## src/design/kpl_pkg.sv

```systemverilog
package kpl_pkg;

   // Build-time defaults for the top-level parameters.
   localparam int MAX_DIGITS_DEF = 6;
   localparam int MIN_DIGITS_DEF = 4;

   localparam int KEY_W      = 4;
   localparam int COUNT_W    = 3;
   localparam int FAIL_W     = 3;
   localparam int TICK_W     = 8;
   localparam int CSR_IDX_W  = 2;
   localparam int CSR_DATA_W = 8;

   localparam logic [FAIL_W-1:0] MAX_FAILURES_RST  = 3'd3;
   localparam logic [TICK_W-1:0] LOCKOUT_TICKS_RST = 8'd30;
   localparam logic [FAIL_W-1:0] FAIL_SAT          = 3'd7;

   // Key codes.
   localparam logic [KEY_W-1:0] KEY_ONE   = 4'd1;
   localparam logic [KEY_W-1:0] KEY_TWO   = 4'd2;
   localparam logic [KEY_W-1:0] KEY_NINE  = 4'd9;
   localparam logic [KEY_W-1:0] KEY_A     = 4'd10;
   localparam logic [KEY_W-1:0] KEY_STAR  = 4'd14;
   localparam logic [KEY_W-1:0] KEY_HASH  = 4'd15;

   // Register indexes on the configuration port.
   localparam logic [CSR_IDX_W-1:0] CSR_MAX_FAILURES  = 2'd0;
   localparam logic [CSR_IDX_W-1:0] CSR_LOCKOUT_TICKS = 2'd1;

   typedef enum logic [2:0] {
      MODE_MENU    = 3'd0,
      MODE_ENTER   = 3'd1,
      MODE_LOCK    = 3'd2,
      MODE_OLD     = 3'd3,
      MODE_LENGTH  = 3'd4,
      MODE_NEW     = 3'd5,
      MODE_CONFIRM = 3'd6
   } mode_type;

   typedef enum logic [3:0] {
      EV_NONE       = 4'd0,
      EV_DIGIT      = 4'd1,
      EV_ERASE      = 4'd2,
      EV_PROMPT     = 4'd3,
      EV_SHORT      = 4'd4,
      EV_GRANTED    = 4'd5,
      EV_DENIED     = 4'd6,
      EV_LOCKSTART  = 4'd7,
      EV_LOCKEND    = 4'd8,
      EV_CHGDENIED  = 4'd9,
      EV_CHOOSELEN  = 4'd10,
      EV_LENSET     = 4'd11,
      EV_NEWTAKEN   = 4'd12,
      EV_SAVED      = 4'd13,
      EV_MISMATCH   = 4'd14,
      EV_TOMENU     = 4'd15
   } event_type;

   typedef struct packed {
      logic             func;
      logic [KEY_W-1:0] key;
   } req_word_type;

   typedef struct packed {
      logic [3:0]         event_res;
      logic [2:0]         mode;
      logic [COUNT_W-1:0] typed_count;
      logic [FAIL_W-1:0]  fail_count;
      logic [TICK_W-1:0]  seconds_left;
      logic               alarm_led;
      logic               pin_present;
   } rsp_word_type;

   typedef struct packed {
      logic [FAIL_W-1:0] max_failures;
      logic [TICK_W-1:0] lockout_ticks;
   } cfg_type;

endpackage

```

## src/design/kpl_csr.sv

```systemverilog
module kpl_csr (
   input  logic                             clock,
   input  logic                             reset,
   input  logic                             csr_valid,
   output logic                             csr_ready,
   input  logic [kpl_pkg::CSR_IDX_W-1:0]    csr_index,
   input  logic [kpl_pkg::CSR_DATA_W-1:0]   csr_data,
   output kpl_pkg::cfg_type                 cfg
);

   logic [kpl_pkg::FAIL_W-1:0] max_failures_ff;
   logic [kpl_pkg::TICK_W-1:0] lockout_ticks_ff;

   assign csr_ready = 1'b1;

   always_ff @(posedge clock) begin
      if (reset) begin
         max_failures_ff  <= kpl_pkg::MAX_FAILURES_RST;
         lockout_ticks_ff <= kpl_pkg::LOCKOUT_TICKS_RST;
      end else if (csr_valid && csr_ready) begin
         case (csr_index)
            kpl_pkg::CSR_MAX_FAILURES:  max_failures_ff  <= csr_data[kpl_pkg::FAIL_W-1:0];
            kpl_pkg::CSR_LOCKOUT_TICKS: lockout_ticks_ff <= csr_data[kpl_pkg::TICK_W-1:0];
            default: ;
         endcase
      end
   end

   assign cfg.max_failures  = max_failures_ff;
   assign cfg.lockout_ticks = lockout_ticks_ff;

endmodule

```

## src/design/kpl_engine.sv

```systemverilog
module kpl_engine #(
   parameter int MAX_DIGITS = kpl_pkg::MAX_DIGITS_DEF,
   parameter int MIN_DIGITS = kpl_pkg::MIN_DIGITS_DEF
) (
   input  logic                  clock,
   input  logic                  reset,
   input  logic                  step_en,
   input  kpl_pkg::req_word_type step_word,
   input  kpl_pkg::cfg_type      cfg,
   output kpl_pkg::rsp_word_type step_rsp
);

   localparam int LEN_W = $clog2(MAX_DIGITS + 1);
   localparam int IDX_W = $clog2(MAX_DIGITS);
   localparam logic [LEN_W-1:0] MAX_LEN = LEN_W'(MAX_DIGITS);
   localparam logic [LEN_W-1:0] MIN_LEN = LEN_W'(MIN_DIGITS);
   localparam logic [kpl_pkg::KEY_W-1:0] MAX_KEY = kpl_pkg::KEY_W'(MAX_DIGITS);
   localparam logic [kpl_pkg::KEY_W-1:0] MIN_KEY = kpl_pkg::KEY_W'(MIN_DIGITS);

   kpl_pkg::mode_type mode_ff, mode_in;
   logic [kpl_pkg::KEY_W-1:0] typed_ff [MAX_DIGITS];
   logic [kpl_pkg::KEY_W-1:0] saved_ff [MAX_DIGITS];
   logic [kpl_pkg::KEY_W-1:0] fresh_ff [MAX_DIGITS];
   logic [LEN_W-1:0] typed_len_ff, typed_len_in;
   logic [LEN_W-1:0] saved_len_ff, saved_len_in;
   logic [LEN_W-1:0] fresh_len_ff, fresh_len_in;
   logic saved_valid_ff, saved_valid_in;
   logic [kpl_pkg::FAIL_W-1:0] failures_ff, failures_in;
   logic [kpl_pkg::TICK_W-1:0] countdown_ff, countdown_in;

   kpl_pkg::event_type ev;
   logic wr_typed, copy_fresh, copy_saved;

   logic [kpl_pkg::KEY_W-1:0] key;
   logic is_key, is_digit, is_star, is_hash, is_tick;
   logic [LEN_W-1:0] limit;
   logic room, typed_empty, long_enough, len_full, len_key_ok;
   logic match_saved, match_fresh, lock_hit, count_end;
   logic [kpl_pkg::FAIL_W-1:0] fail_inc;

   // Decode and compare; every digit slot is checked in parallel.
   always_comb begin
      key         = step_word.key;
      is_tick     = step_word.func;
      is_key      = !step_word.func;
      is_digit    = key <= kpl_pkg::KEY_NINE;
      is_star     = key == kpl_pkg::KEY_STAR;
      is_hash     = key == kpl_pkg::KEY_HASH;
      limit       = (mode_ff inside {kpl_pkg::MODE_NEW, kpl_pkg::MODE_CONFIRM})
                    ? fresh_len_ff : MAX_LEN;
      room        = typed_len_ff < limit;
      typed_empty = typed_len_ff == '0;
      long_enough = typed_len_ff >= MIN_LEN;
      len_full    = typed_len_ff == fresh_len_ff;
      len_key_ok  = is_digit && (key inside {[MIN_KEY:MAX_KEY]});
      fail_inc    = (failures_ff == kpl_pkg::FAIL_SAT) ? failures_ff
                    : failures_ff + kpl_pkg::FAIL_W'(1);
      lock_hit    = fail_inc >= cfg.max_failures;
      count_end   = countdown_ff <= kpl_pkg::TICK_W'(1);
      match_saved = saved_valid_ff && typed_len_ff == saved_len_ff;
      match_fresh = 1'b1;
      for (int i = 0; i < MAX_DIGITS; i++) begin
         if (LEN_W'(i) < typed_len_ff) begin
            if (typed_ff[i] != saved_ff[i]) match_saved = 1'b0;
            if (typed_ff[i] != fresh_ff[i]) match_fresh = 1'b0;
         end
      end
   end

   // Next mode.
   always_comb begin
      mode_in = mode_ff;
      if (is_tick) begin
         if (mode_ff == kpl_pkg::MODE_LOCK && count_end) mode_in = kpl_pkg::MODE_MENU;
      end else begin
         case (mode_ff)
            kpl_pkg::MODE_MENU: begin
               if (key == kpl_pkg::KEY_ONE) begin
                  mode_in = kpl_pkg::MODE_ENTER;
               end else if (key inside {kpl_pkg::KEY_TWO, kpl_pkg::KEY_A}) begin
                  mode_in = saved_valid_ff ? kpl_pkg::MODE_OLD : kpl_pkg::MODE_LENGTH;
               end
            end
            kpl_pkg::MODE_ENTER: begin
               if (is_hash && long_enough) begin
                  if (match_saved) mode_in = kpl_pkg::MODE_MENU;
                  else if (lock_hit) mode_in = kpl_pkg::MODE_LOCK;
               end
            end
            kpl_pkg::MODE_OLD: begin
               if (is_star && typed_empty) mode_in = kpl_pkg::MODE_MENU;
               else if (is_hash && !is_digit)
                  mode_in = match_saved ? kpl_pkg::MODE_LENGTH : kpl_pkg::MODE_MENU;
            end
            kpl_pkg::MODE_LENGTH: begin
               if (len_key_ok) mode_in = kpl_pkg::MODE_NEW;
               else if (is_star) mode_in = kpl_pkg::MODE_MENU;
            end
            kpl_pkg::MODE_NEW: begin
               if (is_star && typed_empty) mode_in = kpl_pkg::MODE_MENU;
               else if (is_hash && len_full) mode_in = kpl_pkg::MODE_CONFIRM;
            end
            kpl_pkg::MODE_CONFIRM: begin
               if (is_star && typed_empty) mode_in = kpl_pkg::MODE_MENU;
               else if (is_hash && len_full)
                  mode_in = match_fresh ? kpl_pkg::MODE_MENU : kpl_pkg::MODE_NEW;
            end
            default: ;
         endcase
      end
   end

   // Event and datapath updates.
   always_comb begin
      ev             = kpl_pkg::EV_NONE;
      typed_len_in   = typed_len_ff;
      saved_len_in   = saved_len_ff;
      fresh_len_in   = fresh_len_ff;
      saved_valid_in = saved_valid_ff;
      failures_in    = failures_ff;
      countdown_in   = countdown_ff;
      wr_typed       = 1'b0;
      copy_fresh     = 1'b0;
      copy_saved     = 1'b0;
      if (is_tick) begin
         if (mode_ff == kpl_pkg::MODE_LOCK) begin
            if (count_end) begin
               countdown_in = '0;
               typed_len_in = '0;
               ev           = kpl_pkg::EV_LOCKEND;
            end else begin
               countdown_in = countdown_ff - kpl_pkg::TICK_W'(1);
            end
         end
      end else begin
         case (mode_ff)
            kpl_pkg::MODE_MENU: begin
               if (key == kpl_pkg::KEY_ONE) begin
                  typed_len_in = '0;
                  ev           = kpl_pkg::EV_PROMPT;
               end else if (key inside {kpl_pkg::KEY_TWO, kpl_pkg::KEY_A}) begin
                  typed_len_in = '0;
                  ev = saved_valid_ff ? kpl_pkg::EV_PROMPT : kpl_pkg::EV_CHOOSELEN;
               end
            end
            kpl_pkg::MODE_ENTER: begin
               if (is_digit) begin
                  if (room) begin
                     wr_typed     = 1'b1;
                     typed_len_in = typed_len_ff + LEN_W'(1);
                     ev           = kpl_pkg::EV_DIGIT;
                  end
               end else if (is_star) begin
                  if (!typed_empty) begin
                     typed_len_in = typed_len_ff - LEN_W'(1);
                     ev           = kpl_pkg::EV_ERASE;
                  end
               end else if (is_hash) begin
                  typed_len_in = '0;
                  if (!long_enough) begin
                     ev = kpl_pkg::EV_SHORT;
                  end else if (match_saved) begin
                     failures_in = '0;
                     ev          = kpl_pkg::EV_GRANTED;
                  end else if (lock_hit) begin
                     failures_in  = '0;
                     countdown_in = cfg.lockout_ticks;
                     ev           = kpl_pkg::EV_LOCKSTART;
                  end else begin
                     failures_in = fail_inc;
                     ev          = kpl_pkg::EV_DENIED;
                  end
               end
            end
            kpl_pkg::MODE_LENGTH: begin
               if (len_key_ok) begin
                  fresh_len_in = LEN_W'(key);
                  typed_len_in = '0;
                  ev           = kpl_pkg::EV_LENSET;
               end else if (is_star) begin
                  typed_len_in = '0;
                  ev           = kpl_pkg::EV_TOMENU;
               end
            end
            kpl_pkg::MODE_OLD, kpl_pkg::MODE_NEW, kpl_pkg::MODE_CONFIRM: begin
               if (is_digit) begin
                  if (room) begin
                     wr_typed     = 1'b1;
                     typed_len_in = typed_len_ff + LEN_W'(1);
                     ev           = kpl_pkg::EV_DIGIT;
                  end
               end else if (is_star) begin
                  if (!typed_empty) begin
                     typed_len_in = typed_len_ff - LEN_W'(1);
                     ev           = kpl_pkg::EV_ERASE;
                  end else begin
                     ev = kpl_pkg::EV_TOMENU;
                  end
               end else if (is_hash) begin
                  if (mode_ff == kpl_pkg::MODE_OLD) begin
                     typed_len_in = '0;
                     ev = match_saved ? kpl_pkg::EV_CHOOSELEN : kpl_pkg::EV_CHGDENIED;
                  end else if (len_full) begin
                     typed_len_in = '0;
                     if (mode_ff == kpl_pkg::MODE_NEW) begin
                        copy_fresh = 1'b1;
                        ev         = kpl_pkg::EV_NEWTAKEN;
                     end else if (match_fresh) begin
                        copy_saved     = 1'b1;
                        saved_len_in   = fresh_len_ff;
                        saved_valid_in = 1'b1;
                        ev             = kpl_pkg::EV_SAVED;
                     end else begin
                        ev = kpl_pkg::EV_MISMATCH;
                     end
                  end
               end
            end
            default: ;
         endcase
      end
   end

   always_ff @(posedge clock) begin
      if (reset) begin
         mode_ff        <= kpl_pkg::MODE_MENU;
         typed_len_ff   <= '0;
         saved_len_ff   <= '0;
         fresh_len_ff   <= '0;
         saved_valid_ff <= 1'b0;
         failures_ff    <= '0;
         countdown_ff   <= '0;
      end else if (step_en) begin
         mode_ff        <= mode_in;
         typed_len_ff   <= typed_len_in;
         saved_len_ff   <= saved_len_in;
         fresh_len_ff   <= fresh_len_in;
         saved_valid_ff <= saved_valid_in;
         failures_ff    <= failures_in;
         countdown_ff   <= countdown_in;
      end
   end

   // Digit stores. Slots past the current length are never compared, so whole
   // stores are copied.
   always_ff @(posedge clock) begin
      if (step_en && is_key && wr_typed) typed_ff[typed_len_ff[IDX_W-1:0]] <= key;
      if (step_en && is_key && copy_fresh) fresh_ff <= typed_ff;
      if (step_en && is_key && copy_saved) saved_ff <= fresh_ff;
   end

   always_comb begin
      step_rsp.event_res    = ev;
      step_rsp.mode         = mode_in;
      step_rsp.typed_count  = kpl_pkg::COUNT_W'(typed_len_in);
      step_rsp.fail_count   = failures_in;
      step_rsp.seconds_left = (mode_in == kpl_pkg::MODE_LOCK) ? countdown_in : '0;
      step_rsp.alarm_led    = mode_in == kpl_pkg::MODE_LOCK;
      step_rsp.pin_present  = saved_valid_in;
   end

   a_len_bound: assert property (@(posedge clock) disable iff (reset)
      typed_len_ff <= MAX_LEN)
      else $error("typed length beyond digit capacity");

   a_lock_empty: assert property (@(posedge clock) disable iff (reset)
      mode_ff == kpl_pkg::MODE_LOCK |-> typed_len_ff == '0)
      else $error("digits held during lockout");

   a_count_idle: assert property (@(posedge clock) disable iff (reset)
      mode_ff != kpl_pkg::MODE_LOCK |-> countdown_ff == '0)
      else $error("countdown running outside lockout");

   a_lock_entry: assert property (@(posedge clock) disable iff (reset)
      step_en && ev == kpl_pkg::EV_LOCKSTART
      |=> mode_ff == kpl_pkg::MODE_LOCK && failures_ff == '0)
      else $error("lockout start did not lock or clear failures");

   a_fresh_len: assert property (@(posedge clock) disable iff (reset)
      (mode_ff == kpl_pkg::MODE_NEW || mode_ff == kpl_pkg::MODE_CONFIRM)
      |-> fresh_len_ff >= MIN_LEN && fresh_len_ff <= MAX_LEN)
      else $error("new PIN length out of range");

endmodule

```

## src/design/keypad_pin_lock_controller.sv

```systemverilog
// Keypad PIN lock controller.
// The req channel carries one word per key press or one-second tick (func 0
// for a key, 1 for a tick). Every accepted word produces exactly one rsp word
// with the event, the mode after the step, the digit count, the failure count,
// the remaining lockout seconds, the alarm flag and whether a PIN is stored.
// The csr channel writes max_failures (index 0) and lockout_ticks (index 1);
// it is always ready and is meant to be written while no word is in flight.
// A word taken from req sits in the input register, is processed by the
// combinational engine and is loaded into the output register when it may
// advance, so rsp_valid rises once the result stands in that register.
// One word per cycle is accepted and
// delivered as long as rsp is not stalled; the rate is set by the single
// engine pass between the input and output registers.
// When rsp_stall is high the result holds in the output register and one more
// word may wait in the input register; after that req_stall rises.
// Reset is synchronous and returns the lock to the menu with no PIN stored,
// no failures counted and the configuration at 3 failures and 30 ticks.
module keypad_pin_lock_controller #(
   parameter int MAX_DIGITS = kpl_pkg::MAX_DIGITS_DEF,
   parameter int MIN_DIGITS = kpl_pkg::MIN_DIGITS_DEF
) (
   input  logic                            clock,
   input  logic                            reset,
   input  logic                            req_valid,
   output logic                            req_stall,
   input  kpl_pkg::req_word_type           req_word,
   output logic                            rsp_valid,
   input  logic                            rsp_stall,
   output kpl_pkg::rsp_word_type           rsp_word,
   input  logic                            csr_valid,
   output logic                            csr_ready,
   input  logic [kpl_pkg::CSR_IDX_W-1:0]   csr_index,
   input  logic [kpl_pkg::CSR_DATA_W-1:0]  csr_data
);

   kpl_pkg::cfg_type      cfg;
   kpl_pkg::req_word_type in_word_ff;
   kpl_pkg::rsp_word_type rsp_word_ff, step_rsp;
   logic in_valid_ff, in_valid_in;
   logic rsp_valid_ff, rsp_valid_in;
   logic advance, req_take;

   assign advance   = in_valid_ff && (!rsp_valid_ff || !rsp_stall);
   assign req_stall = in_valid_ff && !advance;
   assign req_take  = req_valid && !req_stall;

   always_comb begin
      in_valid_in  = req_take ? 1'b1 : (advance ? 1'b0 : in_valid_ff);
      rsp_valid_in = advance ? 1'b1 : (rsp_stall ? rsp_valid_ff : 1'b0);
   end

   always_ff @(posedge clock) begin
      if (reset) begin
         in_valid_ff  <= 1'b0;
         rsp_valid_ff <= 1'b0;
      end else begin
         in_valid_ff  <= in_valid_in;
         rsp_valid_ff <= rsp_valid_in;
      end
   end

   always_ff @(posedge clock) begin
      if (req_take) in_word_ff <= req_word;
      if (advance) rsp_word_ff <= step_rsp;
   end

   kpl_csr u_csr (
      .clock     (clock),
      .reset     (reset),
      .csr_valid (csr_valid),
      .csr_ready (csr_ready),
      .csr_index (csr_index),
      .csr_data  (csr_data),
      .cfg       (cfg)
   );

   kpl_engine #(
      .MAX_DIGITS (MAX_DIGITS),
      .MIN_DIGITS (MIN_DIGITS)
   ) u_engine (
      .clock     (clock),
      .reset     (reset),
      .step_en   (advance),
      .step_word (in_word_ff),
      .cfg       (cfg),
      .step_rsp  (step_rsp)
   );

   assign rsp_valid = rsp_valid_ff;
   assign rsp_word  = rsp_word_ff;

endmodule
```

## config.mk

```make
export PLATFORM = sky130hd
export DESIGN_NAME = keypad_pin_lock_controller
export DESIGN_NICKNAME = d
export VERILOG_FILES = /design/src/design/kpl_pkg.sv /design/src/design/kpl_csr.sv /design/src/design/kpl_engine.sv /design/src/design/keypad_pin_lock_controller.sv
export SDC_FILE = /design/constraint.sdc
export NUM_CORES = 1
export LEC_CHECK = 0
export BUFFER_PORTS_ARGS = -buffer_cell sky130_fd_sc_hd__buf_2
export CAP_MARGIN = 20
export CORE_MARGIN = 1
export CORE_UTILIZATION = 60
export DETAILED_ROUTE_END_ITERATION = 10
export PLACE_DENSITY = 0.77
export REMOVE_ABC_BUFFERS = 1
export SLEW_MARGIN = 30
export SYNTH_ARGS = -nofsm -noshare
export SYNTH_HDL_FRONTEND = slang
export SYNTH_HIERARCHICAL = 1
export SYNTH_SLANG_ARGS = --single-unit
export TNS_END_PERCENT = 1
```

## constraint.sdc

```tcl
create_clock -name clock -period 14.3 [get_ports clock]
set_clock_uncertainty 0.2 [all_clocks]
set_input_delay 2.86 -clock clock [delete_from_list [all_inputs] [get_ports clock]]
set_output_delay 2.86 -clock clock [all_outputs]
set_load 0.02 [all_outputs]
```

==> flow_summary_export.csv, run 1 <==
group,metric,value,unit
outcome,status,"finished, final reports clean",
synth,syn_area,6960,um^2
place,port_buffers,44,
layout,nets,692,
worst_setup_path,start_kind,"primary input",
worst_setup_path,cpPeakStageDelay,0.16,ns
die,start_util,62.8,%
die,core_area,11100,um^2
worst_setup_path,critical-path-top-delay-family,"buffers and inverters",
layout,antenna_cells,0,
global_routing,grt-ovfl-total,0,
worst_setup_path,crit_buf_inv,3,
synth,synth_seq_area_share,53.8,%
global_routing,grt_pass1_vias,4811,
layout,drive_above_1_share,16.8,%
route,top_layer_used,"met4",
place,dp.cells,781,
route,dr.pass1.iters,5,
route,wirelength,15500,um
sta,tightest_slew,0.804,ns
global_routing,track_usage,27.7,%
synth,synth-edff-count,100,
synth,yosys_warnings,6,
sta,rsz0062_at_grt,"no",
route,dr_wl_met3,1020,um
synth,syn-instance-count,622,
cts,cts_tree,"built",
route,drc,0,
global_routing,antenna_found_initial,0,
die,die_area,12000,um^2
die,ios,46,
run,max_cap_violations,0,
cts,ctsHoldBuffers,0,
synth,ys_ff_latch,137,
cts,tritoncts_num_sinks,137,
route,wl_met1,7170,um
cts,cts-root-buf,"clkbuf_16",
worst_setup_path,critical_path.cell_chain,"buf_2, nand3_2, inv_1, buf_2",
synth,synth_top_flop_cell,"edfxtp_1",
sta,layout_min_cycle_time,6.39,ns
pwr,p_comb_share,6.6,%
pwr,intPower,0.000724,W
die,dieWidth,110,um
sta,finalSetupTns,0,ns
pwr,clkPwrFrac,46.6,%
route,wl_per_cell,19.1,um
cts,cts_made_buffers,17,
pwr,seq_power_share,46.8,%
synth,async_flop_share,0,%
pwr,power_density,120,nW/um^2
route,vias_per_cell,6.27,
sta,finalSetupViolCount,0,
cts,cts_htree_levels,4,
pwr,power_switching,0.000218,W
sta,fmax,156,MHz
route,routed-wl-met2,7100,um
pwr,p_leak,2.69,nW
min_path,min_path_type,"reg -> reg",
cts,cts.repair.resized,0,
pwr,ir_drop,173,uV
place,dp_hpwl,10800,um
sta,finalHoldViolCount,0,
synth,avgSynthCellArea,11.2,um^2
global_routing,grt_pass1_wl,24600,um
route,vias,5096,
pwr,p_sw_share,23.1,%
worst_setup_path,cp_data_required_time,11.24,ns
route,drt.antenna.violating_nets,0,
sta,relSlewSlack,46.4,%
worst_setup_path,cp_max_fo,3,
sta,final.period_utilization,44.7,%
layout,area_delta_synth_final,12.5,%
cts,clkLatencyLatePin,0.42,ns
die,die_height,110,um
route,drtIter0Drc,503,
die,row_count,38,
worst_setup_path,cp-end-kind,"primary output",
cts,postCtsSetupRepairBufs,0,
sta,drv_slew,0,
worst_setup_path,arrival,3.33,ns
cts,cts.reportedPaths.clkPinSlew,0.06,ns
synth,synth_cell_types,81,
cts,clk_path_buf_depth,2,
place,routabilityCongestion,0.938,
layout,utilization,70.7,%
layout,instances_no_fill,813,
global_routing,grt_max_degree,51,
worst_setup_path,cpMostUsedCell,"buf_2",
worst_setup_path,cpMaxStageDelayCell,"buf_2",
worst_setup_path,path_class,"in -> out",
-- power groups by stage --
stage / Clock (W) / Combinational, W / Sequential [W]
3_5_place_dp: 0 / 0.0000604 / 0.000449
4_1_cts: 0.000445 / 0.0000609 / 0.000441
6_report: 0.000439 / 0.0000618 / 0.000441
3_3_place_gp: 0 / 0.0000590 / 0.000449
2_1_floorplan: 0 / 0.0000359 / 0.000451
5_1_grt: 0.000461 / 0.0000669 / 0.000442
-- cell families (layout without fill, tap and decap cells) --
family	count (synthesis)	count (layout)	synth area share (%)
AO/OA/AOI/OAI	136	136	14.1
XOR/XNOR	58	58	7.30
adder cells (fa/ha/maj)	12	12	2.16
buffers and inverters	48	99	3.67
flip-flops	137	137	53.8
multiplexers	20	20	2.88
other	1	1	0.0539
AND/OR/NAND/NOR	210	210	16.1
-- worst register-to-register path, delay by kind of cell, from the launching register on --
| kind | cells | cell delay (ns) |
|---|---|---|
| and+or+nand+nor | 7 | 1.76 |
| DFF | 1 | 0.76 |
| adders and majority gates | 1 | 0.23 |
| xor gates and xnor gates | 1 | 0.20 |
| AOI/OAI and AO/OA | 1 | 0.14 |
-- cells in the mapped netlist, types with 8 or more instances --
cell	n	area share [%]
a21oi_1	23	1.7
nand4_1	12	1.1
mux2i_1	20	2.9
a211oi_1	12	1.3
dfxtp_1	37	11
xnor2_1	56	7.1
ha_1	12	2.2
nand2_1	41	2.2
nor2_1	59	3.2
nor3_1	18	1.3
clkbuf_1	8	0.43
nand2b_1	19	1.7
o21ai_0	27	1.9
inv_1	18	0.97
nand3_1	14	1.0
buf_4	8	0.86
edfxtp_1	100	43
-- layout make-up --
type	instances	area, um^2
clock inverter	11	106
inverter	20	75.1
timing repair buffer	47	243
sequential	137	3740
fill	814	3250
multi-input combinational	437	2980
tap	140	175
clock buffer	21	503
-- flip-flops by register name (all words and copies together), names as in the netlist --
| name | flops |
|---|---|
| u_engine/fresh_ff | 24 |
| u_engine/saved_ff | 24 |
| u_engine/typed_ff | 24 |
| rsp_word | 23 |
| u_csr/lockout_ticks_ff | 8 |
| u_engine/countdown_ff | 8 |
| in_word_ff | 5 |
| u_csr/max_failures_ff | 3 |
| u_engine/failures_ff | 3 |
| u_engine/fresh_len_ff | 3 |
| u_engine/mode_ff | 3 |
| u_engine/saved_len_ff | 3 |
| u_engine/typed_len_ff | 3 |
| in_valid_ff | 1 |
| rsp_valid | 1 |
| u_engine/saved_valid_ff | 1 |
-- final timing paths --
check	start	end	slack, ns	cells past startpoint
setup / recovery	rsp_stall	req_stall	7.91	4
hold / removal	u_engine/fresh_ff[2]	u_engine/saved_ff[2]	0.27	0
setup reg to reg	u_engine/mode_ff[1]	u_engine/typed_ff[11]	10.67	10
hold reg to reg	u_engine/fresh_ff[2]	u_engine/saved_ff[2]	0.27	0
-- per-layer routing --
layer  up-vias  track usage [%]
met2       219             41.7
met3        24             6.64
li1       2390                -
met1      2463             39.1
met4         0             9.81
met5         -                0
-- layout by cell type (no fill, tap or decap), types with 4 or more instances in the layout --
cell / synthesis / layout
edfxtp_1: 100 / 100
nor2_1: 59 / 58
xnor2_1: 56 / 56
buf_2: 6 / 44
nand2_1: 41 / 41
dfxtp_1: 37 / 37
o21ai_0: 27 / 27
a21oi_1: 23 / 23
mux2i_1: 20 / 20
clkbuf_16: 0 / 19
nand2b_1: 19 / 19
inv_1: 18 / 18
nor3_1: 18 / 18
nand3_1: 14 / 14
nand4_1: 12 / 12
a211oi_1: 12 / 12
ha_1: 12 / 12
a41oi_1: 7 / 7
o22ai_1: 7 / 7
o21a_1: 7 / 7
and2_1: 7 / 7
a21o_1: 6 / 6
inv_6: 0 / 4
or2_2: 4 / 4
a31oi_1: 4 / 4
and3_1: 4 / 4
a311oi_1: 4 / 4
-- stage by stage --
step	power (W)	setup WS (ns)	instance area [um^2]	hold WS (ns)
after CTS	0.000947	7.91	7830	0.265
final	0.000942	7.91	7830	0.267
after floorplan	0.000487	4.69	6780	0.248
after global placement	0.000508	7.93	7210	0.252
after detailed placement	0.000509	7.91	7220	0.257
after global routing	0.000970	7.88	7830	0.277
Note: power is estimated with default switching activity, not from simulation.
==> inputs of run 2 (changes only) <==
ABC_AREA = 1   (was unset)
CORE_UTILIZATION = 55   (was 60)
PLACE_DENSITY = 0.74   (was 0.77)
clock period = 5.35 ns   (was 14.3 ns; I/O delays follow)
==> flow_summary_export.csv, run 2 <==
group,metric,value,unit
cts,cts_htree_levels,4,
synth,synth-compound-area-share,8.17,%
synth,synth_xor_area_share,2.17,%
sta,final.period_utilization,63.5,%
layout,nets,965,
synth,synth_top_area_share,41.3,%
sta,drv_slew,0,
synth,avgSynthCellArea,8.20,um^2
worst_setup_path,cp_data_required_time,5.04,ns
layout,design_area,8250,um^2
synth,synth_top_family_by_area,"simple AND/OR/NAND/NOR gates",
global_routing,grt_max_degree,40,
sta,rsz0062_at_grt,"no",
cts,cts-root-buf,"clkbuf_16",
pwr,design_power_total,0.00266,W
synth,synth-edff-count,100,
synth,yosys_warnings,6,
synth,syn-instance-count,887,
layout,num-fill-cells,1086,
synth,synthTopCellsByCount,"263 x nand2_1, 146 x inv_1, 100 x edfxtp_1",
route,wl_per_cell,14.3,um
route,drtIter0Drc,496,
worst_setup_path,cpPeakStageDelay,0.71,ns
die,ios,46,
place,dp.cells,1086,
pwr,p_leak,3.90,nW
sta,finalHoldViolCount,0,
layout,drive_above_1_share,13.2,%
route,drc,0,
worst_setup_path,cpMaxStageDelayCell,"dfxtp_1",
die,die_area,13700,um^2
synth,ys_ff_latch,137,
cts,tritoncts_num_sinks,137,
layout,antenna_cells,0,
place,port_buffers,44,
synth,yosysMostFrequentCell,"nand2_1",
run,max_cap_violations,0,
synth,syn_area,7270,um^2
pwr,power_density,322,nW/um^2
global_routing,grt_pass1_vias,5469,
die,start_util,56.9,%
cts,cts.reportedPaths.clkPinSlew,0.06,ns
layout,area_delta_synth_final,13.4,%
sta,finalSetupTns,0,ns
layout,mostFrequentLayoutCells,"263 x nand2_1, 145 x inv_1, 100 x edfxtp_1, 85 x nor2_1, 47 x nand3_1",
worst_setup_path,critical_path.cell_chain,"inv_2, nand2_1, nor2_1, a21oi_1, nand2_1, nand2_1, nor2_1, nand4_1, nand3b_1, or2_1, clkinv_1",
worst_setup_path,start_kind,"register",
cts,cts.repair.resized,0,
die,die_height,117,um
route,dr.pass1.iters,5,
sta,finalSetupViolCount,0,
die,row_count,41,
sta,timing.hold.ws,0.261,ns
place,placed_area,7630,um^2
worst_setup_path,cp-end-kind,"register",
cts,cts_made_buffers,17,
route,vias_per_cell,5.20,
cts,cts_tree,"built",
synth,synth_fa_ha_area_share,2.06,%
synth,synth_area_leaders,"edfxtp_1 41%, nand2_1 14%, dfxtp_1 10%, inv_1 7.5%, nor2_1 4.4%",
cts,clkLatencyLatePin,0.43,ns
worst_setup_path,path_class,"reg -> reg",
die,dieWidth,117,um
synth,synthMuxAreaShare,0,%
cts,postCtsSetupRepairBufs,0,
place,dp_hpwl,11400,um
sta,relSlewSlack,40.9,%
layout,instances_no_fill,1118,
sta,layout_min_cycle_time,3.40,ns
global_routing,track_usage,25.3,%
die,core_area,12800,um^2
synth,synth_seq_area_share,51.5,%
worst_setup_path,cpMostUsedCell,"nand2_1",
min_path,min_path_type,"reg -> reg",
synth,synth_cell_types,44,
worst_setup_path,cp_max_fo,24,
cts,clk_path_buf_depth,2,
place,routabilityCongestion,0.947,
synth,async_flop_share,0,%
layout,final_common_cell,"nand2_1",
outcome,status,"finished, final reports clean",
cts,ctsHoldBuffers,0,
route,drt.antenna.violating_nets,0,
global_routing,antenna_found_initial,0,
pwr,ir_drop,209,uV
global_routing,grt_pass1_wl,25800,um
sta,tightest_slew,0.881,ns
sta,fmax,294,MHz
worst_setup_path,arrival,3.09,ns
synth,synth_top_cell_by_area,"edfxtp_1",
synth,synthSimpleGateAreaFrac,26.4,%
route,wirelength,16000,um
route,vias,5815,
global_routing,grt-ovfl-total,0,
synth,synth_top_flop_cell,"edfxtp_1",
-- run 2: changes by cell type after synthesis, sizes merged, moves of 8 or more --
cell,previous run,this run
nand2b,20,0
nand3,15,53
inv,19,156
a41oi,8,0
mux2i,20,0
a21oi,25,48
nor2,60,90
o211ai,0,12
nor3,21,12
nand2,41,271
xnor2,56,9
a211oi,13,0
-- run 2: per-stage QoR --
stage | util, % | setup WS [ns]
2_1_floorplan | - | -1.46
3_3_place_gp | 59.7 | 1.96
3_5_place_dp | 59.7 | 1.90
4_1_cts | 64.6 | 1.93
5_1_grt | 64.6 | 1.74
6_report | 64.6 | 1.95
-- run 2: worst paths after layout --
kind | startpoint | end | slack, ns | depth (start not counted)
max | u_engine/typed_len_ff[2] | u_engine/saved_ff[0] | 1.95 | 11
max reg2reg | u_engine/typed_len_ff[2] | u_engine/saved_ff[0] | 1.95 | 11
min reg2reg | u_csr/max_failures_ff[1] | u_csr/max_failures_ff[1] | 0.26 | 2
min | u_csr/max_failures_ff[1] | u_csr/max_failures_ff[1] | 0.26 | 2
-- run 2: critical path, delay by kind of cell (launching register included) --
| kind | cells | cell delay, ns |
|---|---|---|
| compound gates | 1 | 0.21 |
| buf+inv | 2 | 0.92 |
| flops | 1 | 0.71 |
| simple gates | 8 | 0.79 |
-- run 2: report_power, final --
group	leakage [nW]	switching, W	internal [W]
Combinational	2.38	0.000172	0.0000794
Sequential	1.22	0.0000309	0.00116
Clock	0.304	0.000447	0.000765
Total	3.90	0.000649	0.00201
-- run 2: layout make-up --
class                   count  area [um^2]  share of cell area [%]
clock buffers              19          454                    5.51
clock inverters            13          165                    2.00
inverters                 157          589                    7.14
multi-input cells         574         2850                    34.5
flip-flops and latches    137         3740                    45.4
well taps                 172          215                    2.61
repair buffers             46          235                    2.85
-- run 2: kinds of logic after synthesis --
family                   Yosys count
AND/OR/NAND/NOR                  445
other                              1
buffers and inverters            176
XOR/XNOR                          18
adder cells (fa/ha/maj)           12
flip-flops                       137
AO/OA/AOI/OAI                     98
-- run 2: routing by layer --
| layer | share of wire (%) | wire [um] | track usage [%] | vias up |
|---|---|---|---|---|
| met5 | 0 | 0 | 0 | - |
| met4 | 2.9 | 462 | 13.1 | 0 |
| met3 | 5.9 | 938 | 5.30 | 43 |
| met2 | 47 | 7570 | 42.2 | 208 |
| met1 | 44 | 7030 | 31.3 | 2640 |
| li1 | - | - | - | 2924 |
==> inputs of run 3 (changes only) <==
clock period = 3 ns   (was 5.35 ns; I/O delays follow)
==> flow_summary_export.csv, run 3 (same netlist as run 2, synthesis figures left out) <==
group,metric,value,unit
worst_setup_path,cp_data_required_time,2.98,ns
route,wl_per_cell,14.2,um
die,start_util,56.9,%
route,drt.antenna.violating_nets,0,
global_routing,track_usage,25.7,%
layout,num-fill-cells,1101,
layout,regArea,3750,um^2
worst_setup_path,path_class,"reg -> reg",
min_path,whs_path_depth,1,
sta,finalSetupViolCount,0,
cts,cts.reportedPaths.clkPinSlew,0.06,ns
route,drc,0,
worst_setup_path,reg2regPathDepth,13,
sta,timing.hold.ws,0.155,ns
place,port_buffers,44,
die,row_count,41,
die,dieWidth,117,um
pwr,ir_drop,334,uV
sta,relSlewSlack,62.3,%
global_routing,antenna_found_initial,0,
worst_setup_path,arrival,2.75,ns
outcome,status,"finished, final reports clean",
worst_setup_path,cp_max_fo,16,
layout,multiInputGateArea,2860,um^2
worst_setup_path,start_kind,"register",
min_path,min_path_type,"in -> reg",
global_routing,grt.busiest_layer,"met2",
global_routing,grtUsageMet1,31.7,%
sta,drv_slew,0,
run,max_cap_violations,0,
global_routing,grt_pass1_vias,5516,
global_routing,use_met2,43.3,%
route,drtIter0Drc,439,
global_routing,grt_max_degree,40,
die,ios,46,
cts,clkLatencyLatePin,0.42,ns
layout,antenna_cells,0,
layout,area_delta_synth_final,15.7,%
pwr,p_leak,4.00,nW
cts,cts_tree,"built",
die,core_area,12800,um^2
route,dr.pass1.iters,5,
die,die_height,117,um
cts,tritoncts_num_sinks,137,
layout,final_common_cell,"nand2_1",
place,placed_area,7830,um^2
global_routing,grt-ovfl-total,0,
worst_setup_path,cp-end-kind,"register",
global_routing,grtUsageMet3,4.84,%
cts,cts_htree_levels,4,
layout,drive_above_1_share,15.2,%
layout,mostFrequentLayoutCells,"263 x nand2_1, 146 x inv_1, 100 x edfxtp_1, 84 x nor2_1, 47 x nand3_1",
sta,tightest_slew,0.562,ns
layout,nets,988,
global_routing,grt_pass1_wl,26000,um
place,routabilityCongestion,0.985,
sta,fmax,360,MHz
route,wirelength,16300,um
sta,layout_min_cycle_time,2.78,ns
route,vias_per_cell,5.15,
die,die_area,13700,um^2
cts,cts_made_buffers,17,
layout,design_area,8410,um^2
sta,final.period_utilization,92.6,%
cts,clk_path_buf_depth,2,
pwr,power_density,552,nW/um^2
place,dp_hpwl,11600,um
cts,cts-root-buf,"clkbuf_16",
route,vias,5874,
sta,finalHoldViolCount,0,
==> run 3: final timing paths <==
kind / slack, ns / startpoint / endpoint
max: 0.22 / u_engine/failures_ff[0] / rsp_word[5]
min: 0.15 / req_word[1] / in_word_ff[1]
max reg2reg: 0.22 / u_engine/failures_ff[0] / rsp_word[5]
min reg2reg: 0.27 / u_engine/saved_len_ff[2] / u_engine/saved_len_ff[2]
==> run 3: cell type report <==
type | instances | area share [%]
tap | 172 | 2.56
sequential | 137 | 44.5
timing repair buffer | 69 | 5.14
multi-input combinational | 574 | 33.9
inverter | 157 | 7.00
clock inverter | 9 | 1.49
clock buffer | 23 | 5.32
==> run 3: worst max-delay path, stage by stage, from the launching register on <==
cell and delay [ns]:
dfxtp_1 0.33, ha_1 0.22, or2_2 0.28, ha_1 0.31, a21oi_1 0.15, o21ai_0 0.09, a31oi_1 0.21, inv_1 0.12
nand3_4 0.24, nand2_1 0.13, o211ai_2 0.09, nand2_1 0.08, inv_1 0.06, nor2_1 0.04
==> run 3: repair_timing <==
| action | CTS | global route |
|---|---|---|
| resized for setup | 0 | 6 |
| endpoints found under the setup margin | 0 | 24 |
| hold buffers | 0 | 0 |
| buffers inserted | 0 | 0 |
==> run 3: metal layers <==
| metal | part of all wire [%] | vias to the layer above |
|---|---|---|
| met5 | 0 | - |
| met4 | 2.9 | 0 |
| met3 | 4.7 | 38 |
| met2 | 48 | 171 |
| met1 | 44 | 2685 |
| li1 | - | 2980 |
==> run 3: per-stage QoR <==
stage          TNS [ns]  utilization [%]  setup WS, ns  std cells  power, W
5_1_grt          -0.117             65.9       -0.0317       1141   0.00482
3_3_place_gp          0             61.3         0.164       1109   0.00263
6_report              0             65.9         0.222       1141   0.00465
4_1_cts               0             65.7        0.0805       1141   0.00467
2_1_floorplan   -172.55                -         -3.34        868   0.00247
3_5_place_dp          0             61.3        0.0831       1109   0.00263
==> run 3: power by group <==
group	switching [W]	internal, W	total (W)
clock	0.000740	0.00130	0.00204
sequential	0.0000409	0.00207	0.00211
combinational	0.000331	0.000164	0.000495
